$ cat config.mk
export PLATFORM = sky130hd
export DESIGN_NAME = small_language_tokenizer_core
export DESIGN_NICKNAME = d
export VERILOG_FILES = /design/src/hdl/slt_pkg.sv /design/src/hdl/small_language_tokenizer_core.sv /design/src/hdl/slt_front.sv /design/src/hdl/slt_queue.sv /design/src/hdl/slt_back.sv
export SDC_FILE = /design/constraint.sdc
export NUM_CORES = 1
export LEC_CHECK = 0
export ABC_CLOCK_PERIOD_IN_PS = 4150
export BUFFER_PORTS_ARGS = -buffer_cell sky130_fd_sc_hd__buf_2
export CORE_UTILIZATION = 45
export CTS_CLUSTER_SIZE = 10
export DETAILED_ROUTE_END_ITERATION = 6
export PLACE_DENSITY = 0.73
export RECOVER_POWER = 50
export SLEW_MARGIN = 20
export SYNTH_ARGS = -nofsm -noshare
export SYNTH_HDL_FRONTEND = slang
export SYNTH_SLANG_ARGS = --single-unit
$ cat constraint.sdc
create_clock -name clk -period 4.15 [get_ports clk]
set_input_delay 0 -clock clk [delete_from_list [all_inputs] [get_ports clk]]
set_output_delay 0 -clock clk [all_outputs]
set_load 0.1 [all_outputs]
$ cat src/hdl/slt_pkg.sv
// Shared types, constants and character classes for the small language tokenizer.
package slt_pkg;

	// Width of the running source position (saturates at all ones)
	localparam int POS_BITS = 16;
	localparam int OUT_BITS = 16;
	localparam int KIND_BITS = 4;
	localparam int QUEUE_DEPTH = 4;
	localparam int QPTR_BITS = $clog2(QUEUE_DEPTH);

	localparam logic [POS_BITS-1:0] POS_MAX = '1;

	// Token kinds
	localparam logic [KIND_BITS-1:0] K_IDENT  = 4'd0;
	localparam logic [KIND_BITS-1:0] K_INT    = 4'd1;
	localparam logic [KIND_BITS-1:0] K_EQUALS = 4'd2;
	localparam logic [KIND_BITS-1:0] K_ARROW  = 4'd3;
	localparam logic [KIND_BITS-1:0] K_LPAREN = 4'd4;
	localparam logic [KIND_BITS-1:0] K_RPAREN = 4'd5;
	localparam logic [KIND_BITS-1:0] K_LBRACE = 4'd6;
	localparam logic [KIND_BITS-1:0] K_RBRACE = 4'd7;
	localparam logic [KIND_BITS-1:0] K_COLON  = 4'd8;
	localparam logic [KIND_BITS-1:0] K_COMMA  = 4'd9;
	localparam logic [KIND_BITS-1:0] K_LT     = 4'd10;
	localparam logic [KIND_BITS-1:0] K_GT     = 4'd11;
	localparam logic [KIND_BITS-1:0] K_SEMI   = 4'd12;
	localparam logic [KIND_BITS-1:0] K_EOF    = 4'd13;
	localparam logic [KIND_BITS-1:0] K_ERROR  = 4'd14;

	// Characters with a meaning of their own
	localparam logic [7:0] CH_NUL   = 8'h00;
	localparam logic [7:0] CH_TAB   = 8'h09;
	localparam logic [7:0] CH_LF    = 8'h0A;
	localparam logic [7:0] CH_CR    = 8'h0D;
	localparam logic [7:0] CH_SPACE = 8'h20;
	localparam logic [7:0] CH_EQ    = 8'h3D;
	localparam logic [7:0] CH_GT    = 8'h3E;

	typedef enum logic [2:0] {
		MODE_IDLE,
		MODE_IDENT,
		MODE_INT,
		MODE_EQ,
		MODE_HALT
	} scan_mode_t;

	typedef struct packed {
		logic [KIND_BITS-1:0] kind;
		logic [OUT_BITS-1:0]  start;
		logic [OUT_BITS-1:0]  len;
	} tok_t;

	// One queue entry: all tokens caused by one source byte
	typedef struct packed {
		tok_t tok0;
		tok_t tok1;
		logic two;
	} qent_t;

	function automatic logic is_letter(input logic [7:0] c);
		return (c >= 8'h61 && c <= 8'h7A) || (c >= 8'h41 && c <= 8'h5A);
	endfunction

	function automatic logic is_digit(input logic [7:0] c);
		return c >= 8'h30 && c <= 8'h39;
	endfunction

	function automatic logic is_sep(input logic [7:0] c);
		return c == CH_CR || c == CH_LF || c == CH_SPACE || c == CH_TAB;
	endfunction

	// Punctuation kind; valid flag returned in bit KIND_BITS
	function automatic logic [KIND_BITS:0] punct_kind(input logic [7:0] c);
		logic [KIND_BITS:0] r;
		case (c)
			8'h28: r = {1'b1, K_LPAREN};
			8'h29: r = {1'b1, K_RPAREN};
			8'h7B: r = {1'b1, K_LBRACE};
			8'h7D: r = {1'b1, K_RBRACE};
			8'h3A: r = {1'b1, K_COLON};
			8'h2C: r = {1'b1, K_COMMA};
			8'h3C: r = {1'b1, K_LT};
			8'h3E: r = {1'b1, K_GT};
			8'h3B: r = {1'b1, K_SEMI};
			default: r = '0;
		endcase
		return r;
	endfunction

	// Clip a position or length to the output field width
	function automatic logic [OUT_BITS-1:0] clip_out(input logic [32:0] v);
		logic [32:0] lim;
		lim = 33'({OUT_BITS{1'b1}});
		return (v > lim) ? {OUT_BITS{1'b1}} : v[OUT_BITS-1:0];
	endfunction

endpackage

$ cat src/hdl/small_language_tokenizer_core.sv
// Top level of the small language tokenizer: front end, queue and token output stage.
//
//   channel | direction | handshake           | payload
//   --------+-----------+---------------------+-------------------------------------------
//   source  | in        | ch_valid / ch_stall | ch[7:0]
//   token   | out       | tok_valid/tok_stall | kind, start_offset, token_length, last
//
// One source byte is taken per cycle while ch_stall is low; it is classified in the cycle it is accepted.
// A byte that closes a token and makes one of its own yields two tokens, sent
// one after the other by the output stage; the four-entry queue absorbs such bursts.
// A token passes through the queue and then the output register. Reset clears scan state and queue.
// ch_stall rises only while the queue is full; tok_stall holds the output register.
module small_language_tokenizer_core import slt_pkg::*; (
	input  logic                 clk,
	input  logic                 arst_n,
	input  logic                 ch_valid,
	output logic                 ch_stall,
	input  logic [7:0]           ch,
	output logic                 tok_valid,
	input  logic                 tok_stall,
	output logic [KIND_BITS-1:0] kind,
	output logic [OUT_BITS-1:0]  start_offset,
	output logic [OUT_BITS-1:0]  token_length,
	output logic                 last
);

	logic  q_full, q_push, q_pop, q_nonempty;
	qent_t q_wr, q_rd;

	slt_front u_front (
		.clk      (clk),
		.arst_n   (arst_n),
		.ch_valid (ch_valid),
		.ch_stall (ch_stall),
		.ch       (ch),
		.q_full   (q_full),
		.q_push   (q_push),
		.q_entry  (q_wr)
	);

	slt_queue u_queue (
		.clk      (clk),
		.arst_n   (arst_n),
		.push     (q_push),
		.wr_entry (q_wr),
		.full     (q_full),
		.pop      (q_pop),
		.nonempty (q_nonempty),
		.rd_entry (q_rd)
	);

	slt_back u_back (
		.clk          (clk),
		.arst_n       (arst_n),
		.q_nonempty   (q_nonempty),
		.q_entry      (q_rd),
		.q_pop        (q_pop),
		.tok_valid    (tok_valid),
		.tok_stall    (tok_stall),
		.kind         (kind),
		.start_offset (start_offset),
		.token_length (token_length),
		.last         (last)
	);

endmodule

$ cat src/hdl/slt_front.sv
// Front end: accepts source bytes, tracks scan state and forms the tokens of each byte.
module slt_front import slt_pkg::*; (
	input  logic        clk,
	input  logic        arst_n,
	input  logic        ch_valid,
	output logic        ch_stall,
	input  logic [7:0]  ch,
	input  logic        q_full,
	output logic        q_push,
	output qent_t       q_entry
);

	scan_mode_t            mode_q, mode_d;
	logic [POS_BITS-1:0]   pos_q, pos_d;
	logic [POS_BITS-1:0]   ts_q, ts_d;
	logic                  accept;
	logic                  close_v, fresh_v, restart, cont;
	tok_t                  close_tok, fresh_tok;
	logic [POS_BITS:0]     span;
	logic [KIND_BITS:0]    pk;

	assign ch_stall = q_full;
	assign accept = ch_valid && !ch_stall;

	// Classify the byte against the open token
	always_comb begin
		mode_d = mode_q;
		ts_d = ts_q;
		pos_d = pos_q;
		close_v = 1'b0;
		fresh_v = 1'b0;
		restart = 1'b0;
		cont = 1'b0;
		close_tok = '0;
		fresh_tok = '0;
		span = {1'b0, pos_q} - {1'b0, ts_q};
		pk = punct_kind(ch);

		case (mode_q)
			MODE_IDENT: begin
				if (is_letter(ch)) begin
					cont = 1'b1;
				end else begin
					close_v = 1'b1;
					close_tok = '{K_IDENT, clip_out(33'(ts_q)), clip_out(33'(span))};
				end
			end
			MODE_INT: begin
				if (is_digit(ch)) begin
					cont = 1'b1;
				end else begin
					close_v = 1'b1;
					close_tok = '{K_INT, clip_out(33'(ts_q)), clip_out(33'(span))};
				end
			end
			MODE_EQ: begin
				close_v = 1'b1;
				if (ch == CH_GT) begin
					cont = 1'b1;
					mode_d = MODE_IDLE;
					close_tok = '{K_ARROW, clip_out(33'(ts_q)),
						clip_out(33'(span) + 33'd1)};
				end else begin
					close_tok = '{K_EQUALS, clip_out(33'(ts_q)), clip_out(33'(span))};
				end
			end
			default: ;
		endcase

		// Handle the byte with no token open
		if (mode_q != MODE_HALT && !cont) begin
			mode_d = MODE_IDLE;
			if (is_sep(ch)) begin
				mode_d = MODE_IDLE;
			end else if (is_letter(ch)) begin
				mode_d = MODE_IDENT;
				ts_d = pos_q;
			end else if (is_digit(ch)) begin
				mode_d = MODE_INT;
				ts_d = pos_q;
			end else if (ch == CH_EQ) begin
				mode_d = MODE_EQ;
				ts_d = pos_q;
			end else if (pk[KIND_BITS]) begin
				fresh_v = 1'b1;
				fresh_tok = '{pk[KIND_BITS-1:0], clip_out(33'(pos_q)), 16'd1};
			end else if (ch == CH_NUL) begin
				fresh_v = 1'b1;
				fresh_tok = '{K_EOF, clip_out(33'(pos_q)), 16'd0};
				restart = 1'b1;
			end else begin
				fresh_v = 1'b1;
				fresh_tok = '{K_ERROR, clip_out(33'(pos_q)), 16'd1};
				mode_d = MODE_HALT;
			end
		end

		// Position advance, saturating; a NUL byte restarts the position at zero
		if (restart) begin
			pos_d = '0;
			ts_d = '0;
		end else if (mode_d != MODE_HALT && mode_q != MODE_HALT && pos_q != POS_MAX) begin
			pos_d = pos_q + 1'b1;
		end
	end

	// Queue entry: closing token first, then the byte's own token
	always_comb begin
		q_entry.two = close_v && fresh_v;
		q_entry.tok0 = close_v ? close_tok : fresh_tok;
		q_entry.tok1 = fresh_tok;
		q_push = accept && (close_v || fresh_v);
	end

	// Scan state registers
	always_ff @(posedge clk or negedge arst_n) begin
		if (!arst_n) begin
			mode_q <= MODE_IDLE;
			pos_q <= '0;
			ts_q <= '0;
		end else if (accept) begin
			mode_q <= mode_d;
			pos_q <= pos_d;
			ts_q <= ts_d;
		end
	end

endmodule

$ cat src/hdl/slt_queue.sv
// Short queue between the front end and the token output stage.
module slt_queue import slt_pkg::*; (
	input  logic  clk,
	input  logic  arst_n,
	input  logic  push,
	input  qent_t wr_entry,
	output logic  full,
	input  logic  pop,
	output logic  nonempty,
	output qent_t rd_entry
);

	qent_t                 mem [QUEUE_DEPTH];
	logic [QPTR_BITS-1:0]  wr_ptr_q, rd_ptr_q;
	logic [QPTR_BITS:0]    count_q;
	logic                  do_push, do_pop;

	assign full = count_q == (QPTR_BITS+1)'(QUEUE_DEPTH);
	assign nonempty = count_q != '0;
	assign rd_entry = mem[rd_ptr_q];
	assign do_push = push && !full;
	assign do_pop = pop && nonempty;

	// Entry storage
	always_ff @(posedge clk) begin
		if (do_push) begin
			mem[wr_ptr_q] <= wr_entry;
		end
	end

	// Pointers and fill count
	always_ff @(posedge clk or negedge arst_n) begin
		if (!arst_n) begin
			wr_ptr_q <= '0;
			rd_ptr_q <= '0;
			count_q <= '0;
		end else begin
			if (do_push) begin
				wr_ptr_q <= wr_ptr_q + 1'b1;
			end
			if (do_pop) begin
				rd_ptr_q <= rd_ptr_q + 1'b1;
			end
			if (do_push && !do_pop) begin
				count_q <= count_q + 1'b1;
			end else if (do_pop && !do_push) begin
				count_q <= count_q - 1'b1;
			end
		end
	end

endmodule

$ cat src/hdl/slt_back.sv
// Back end: unpacks queue entries into single tokens behind an output register.
module slt_back import slt_pkg::*; (
	input  logic                 clk,
	input  logic                 arst_n,
	input  logic                 q_nonempty,
	input  qent_t                q_entry,
	output logic                 q_pop,
	output logic                 tok_valid,
	input  logic                 tok_stall,
	output logic [KIND_BITS-1:0] kind,
	output logic [OUT_BITS-1:0]  start_offset,
	output logic [OUT_BITS-1:0]  token_length,
	output logic                 last
);

	logic  out_v_q;
	tok_t  out_tok_q;
	logic  out_last_q;
	logic  hold_v_q;
	tok_t  hold_tok_q;
	logic  load;

	// Output register may take a new token when empty or being taken
	assign load = !out_v_q || !tok_stall;
	assign q_pop = load && !hold_v_q && q_nonempty;

	assign tok_valid = out_v_q;
	assign kind = out_tok_q.kind;
	assign start_offset = out_tok_q.start;
	assign token_length = out_tok_q.len;
	assign last = out_last_q;

	// Output valid and second-token hold flags
	always_ff @(posedge clk or negedge arst_n) begin
		if (!arst_n) begin
			out_v_q <= 1'b0;
			hold_v_q <= 1'b0;
		end else if (load) begin
			if (hold_v_q) begin
				out_v_q <= 1'b1;
				hold_v_q <= 1'b0;
			end else begin
				out_v_q <= q_nonempty;
				hold_v_q <= q_nonempty && q_entry.two;
			end
		end
	end

	// Token payload
	always_ff @(posedge clk) begin
		if (load) begin
			if (hold_v_q) begin
				out_tok_q <= hold_tok_q;
				out_last_q <= 1'b1;
			end else begin
				out_tok_q <= q_entry.tok0;
				out_last_q <= !q_entry.two;
				hold_tok_q <= q_entry.tok1;
			end
		end
	end

endmodule

==> flow_summary.json <==
{
  "worst-setup-path-type": "flip-flop to flip-flop",
  "synth-async-reset-ratio": 0.132,
  "clockRootBuffer": "clkbuf_16",
  "p_leak_nw": 6.36,
  "reg2reg_slack_ns": 0.09,
  "finalCriticalPeriod_ns": 4.06,
  "hp-class": "input pin to flip-flop",
  "path_clk_slew_ns": 0.06,
  "r2r_start": "u_front.ts_q[0]$_DFFE_PN0P_",
  "status": "finished, violations left",
  "synth_top_area_frac": 0.562,
  "cts_sinks": 334,
  "clock_latency_ns": 0.53,
  "htreeDepth": 2,
  "synth_edf_count": 290,
  "synth_warnings": 0,
  "synthCells": 1019,
  "end_kind": "flip-flop",
  "seqPwrFrac": 0.322,
  "rows": 67,
  "holdPathEnd": "u_front.pos_q[1]$_DFFE_PN0P_",
  "whs_ns": 0.0658,
  "ys_top_cells_by_area": "edfxtp_1, mux4_2, dfrtp_1",
  "first_iter_violations": 564,
  "areaGrowthSynthToFinish_pct": 16.3,
  "numCtsBuffers": 40,
  "drive_gt1_frac": 0.236,
  "drc_errors": 0,
  "min_path_cells": 5,
  "core_mm2": 0.0337,
  "wl_um": 33600,
  "routedWlPerCell_um": 20.8,
  "cts_buffer_depth": 3,
  "grt_pass1_vias": 9381,
  "post-route-period-util": 0.979,
  "antenna_found_initial": 0,
  "slew_headroom": -0.710,
  "place_area_mm2": 0.0166,
  "numPortBuffers": 50,
  "power.internal_mw": 8.87,
  "ir_drop_uv": 426,
  "dr.pass1.iters": 5,
  "critPathArrivalTime_ns": 4.34,
  "yosysSeqAreaShare": 0.634,
  "worst_pin_slew_ns": 2.56,
  "postRouteAntennaNets": 0,
  "route.vias.total": 9301,
  "p_comb_frac": 0.461,
  "fin_skew_ns": 0.0305,
  "antenna_cells": 0,
  "syn-num-nets": 1059,
  "hold_viol_final": 0,
  "viasPerCell": 5.77,
  "reg2regPathDepth": 16,
  "dieArea_mm2": 0.0352,
  "grt_pass1_wl_um": 52900,
  "violations": "capacitance limit, slew limit",
  "fin_total_pwr_mw": 14.7,
  "fmax_mhz": 246,
  "ys_seq_elements": 334,
  "grt_max_degree": 60,
  "cp_data_required_time_ns": 4.43,
  "design_area_mm2": 0.0180,
  "syn_area_mm2": 0.0155,
  "avgSynthCellArea_um2": 15.2,
  "die_y_um": 187,
  "p_switching_mw": 5.83,
  "initial_core_util": 0.459,
  "pre_cts_slack_ns": -0.116,
  "p_clk_frac": 0.218,
  "cts_tree": "done",
  "drv_slew": 134,
  "r2r-end": "u_queue.mem[0][43]$_DFFE_PP_",
  "yosysTopAreaCell": "edfxtp_1",
  "multi_input_area_mm2": 0.00546,
  "p_sw_frac": 0.397,
  "finalSetupViolCount": 0,
  "fin_ws_ns": 0.0870,
  "post-route-util": 0.534,
  "fp.dieW_um": 187,
  "startpoint_type": "flip-flop",
  "gp_congestion": 0.880,
  "p_per_area_mw_per_mm2": 817,
  "synthFlopType": "edfxtp_1",
  "num_io_pins": 51,
  "grt_usage": 0.194,
  "hpwl_um": 21600,
  "fillers": 2744,
  "layout.nets": 1171,
  "min_from": "ch[5]",
  "crit_fanout": 10,
  "grt.overflow.total": 0,
  "register_area_mm2": 0.00981,
  "ys_types": 100,
  "maxCapViolCount": 4
}
## cell families (layout without fill, tap and decap cells)
| group | count (synthesis) | after routing | share of synthesized area |
|---|---|---|---|
| simple gates | 256 | 256 | 0.0947 |
| fa+ha+maj | 28 | 28 | 0.0236 |
| xor+xnor | 41 | 41 | 0.0246 |
| compound gates | 175 | 175 | 0.0862 |
| mux | 96 | 96 | 0.112 |
| flops | 334 | 334 | 0.634 |
| buf+inv | 89 | 233 | 0.0253 |
## final cells by class
cell class	count	share of cell area
Tap cell	448	0.0311
Timing Repair Buffer	126	0.0464
Multi-Input combinational cell	596	0.303
Inverter	33	0.00688
Clock buffer	71	0.0656
Sequential cell	334	0.545
Clock inverter	3	0.00167
## layer usage
metal | vias to the layer above | global-route usage | wire (um)
met1 | 4758 | 0.259 | 14600
met3 | 51 | 0.0296 | 1570
met5 | - | 0 | 0
met4 | 0 | 0.0544 | 665
met2 | 270 | 0.329 | 16700
li1 | 4222 | - | -
## critical path, stage by stage, from the launching register on
cell	delay (ns)
dfrtp_1	0.38
ha_1	0.21
fa_1	0.40
nand2b_4	0.19
a21oi_4	0.21
nor3_2	0.08
o41ai_4	0.36
buf_4	0.18
a31oi_1	0.16
xor2_2	0.22
nor4_4	0.36
ha_4	0.18
and2_2	0.18
o21ai_4	0.13
o311ai_1	0.26
o211ai_1	0.14
buf_4	0.17
## registers in the layout, summed over array words and instances (netlist names)
| register | count |
|---|---|
| u_back.hold_tok_q | 21 |
| u_back.token_length | 16 |
| u_back.start_offset | 16 |
| u_back.hold_v_q | 1 |
| u_queue.wr_ptr_q | 2 |
| u_queue.mem | 232 |
| u_front.ts_q | 16 |
| u_back.last | 1 |
| u_back.kind | 4 |
| u_front.pos_q | 16 |
| u_queue.count_q | 3 |
| u_queue.rd_ptr_q | 2 |
| u_front.mode_q | 3 |
| u_back.tok_valid | 1 |
## layout by cell type (no fill, tap or decap), types with 26 or more instances in the layout
cell type | Yosys | routed
clkbuf_1 | 28 | 73
inv_1 | 33 | 32
nor2b_1 | 26 | 26
nor2_1 | 49 | 49
dfrtp_1 | 44 | 42
edfxtp_1 | 290 | 290
mux4_2 | 58 | 58
buf_4 | 1 | 62
clkbuf_16 | 0 | 43
nand2_1 | 39 | 39
## what timing repair did
action / CTS / global route
hold buffers: 3 / 0
gates resized for setup: 5 / 30
pin swaps: 0 / 9
setup endpoints to repair: 48 / 64
buffers inserted: 0 / 7
hold endpoints to repair: 46 / 0
## stage by stage
step,instances,TNS [ns]
2_1_floorplan,1019,0
3_3_place_gp,1527,-0.0905
3_5_place_dp,1527,-1.70
4_1_cts,1604,0
5_1_grt,1611,-0.167
6_report,1611,0
## power groups by stage
stage	Sequential [mW]	Clock, mW	Combinational, mW
2_1_floorplan	5.88	0	3.74
5_1_grt	4.79	3.38	7.23
4_1_cts	4.73	3.26	6.57
3_5_place_dp	4.79	0	6.51
6_report	4.73	3.20	6.78
3_3_place_gp	4.76	0	6.44
## worst max path at each step
stage | from | end | slack (ns) | depth (start not counted)
2_1_floorplan | u_front.pos_q[0]$_DFFE_PN0P_ | u_queue.mem[0][48]$_DFFE_PP_ | 0.04 | 15
3_3_place_gp | u_front.ts_q[1]$_DFFE_PN0P_ | u_queue.mem[2][45]$_DFFE_PP_ | -0.02 | 14
3_5_place_dp | u_front.pos_q[0]$_DFFE_PN0P_ | u_queue.mem[3][41]$_DFFE_PP_ | -0.12 | 15
4_1_cts | u_front.pos_q[0]$_DFFE_PN0P_ | u_queue.mem[0][40]$_DFFE_PP_ | 0.008 | 15
5_1_grt | u_front.pos_q[0]$_DFFE_PN0P_ | u_queue.mem[0][43]$_DFFE_PP_ | -0.02 | 17
6_report | u_front.ts_q[0]$_DFFE_PN0P_ | u_queue.mem[0][43]$_DFFE_PP_ | 0.09 | 16
## cell usage after synthesis, types with 4 or more instances
cell type / count
edfxtp_1: 290
mux4_2: 58
nor2_1: 49
dfrtp_1: 44
nand2_1: 39
mux2_2: 38
inv_1: 33
clkbuf_1: 28
o21ai_0: 28
a21oi_1: 27
ha_1: 26
nor2b_1: 26
and3_1: 25
nand3_1: 22
xnor2_1: 19
xor2_1: 19
a22o_1: 18
nor3_1: 18
buf_2: 11
nand4_1: 11
buf_1: 10
a21o_1: 9
and2_1: 9
o31ai_1: 8
o21ai_1: 7
or3_1: 7
a32oi_1: 6
nor4_1: 6
o211ai_1: 6
nor3_2: 5
o21a_1: 5
a31oi_1: 4
a32o_1: 4
nand2b_1: 4
o22ai_1: 4
or4_1: 4
Power figures use the tool's default switching activity.
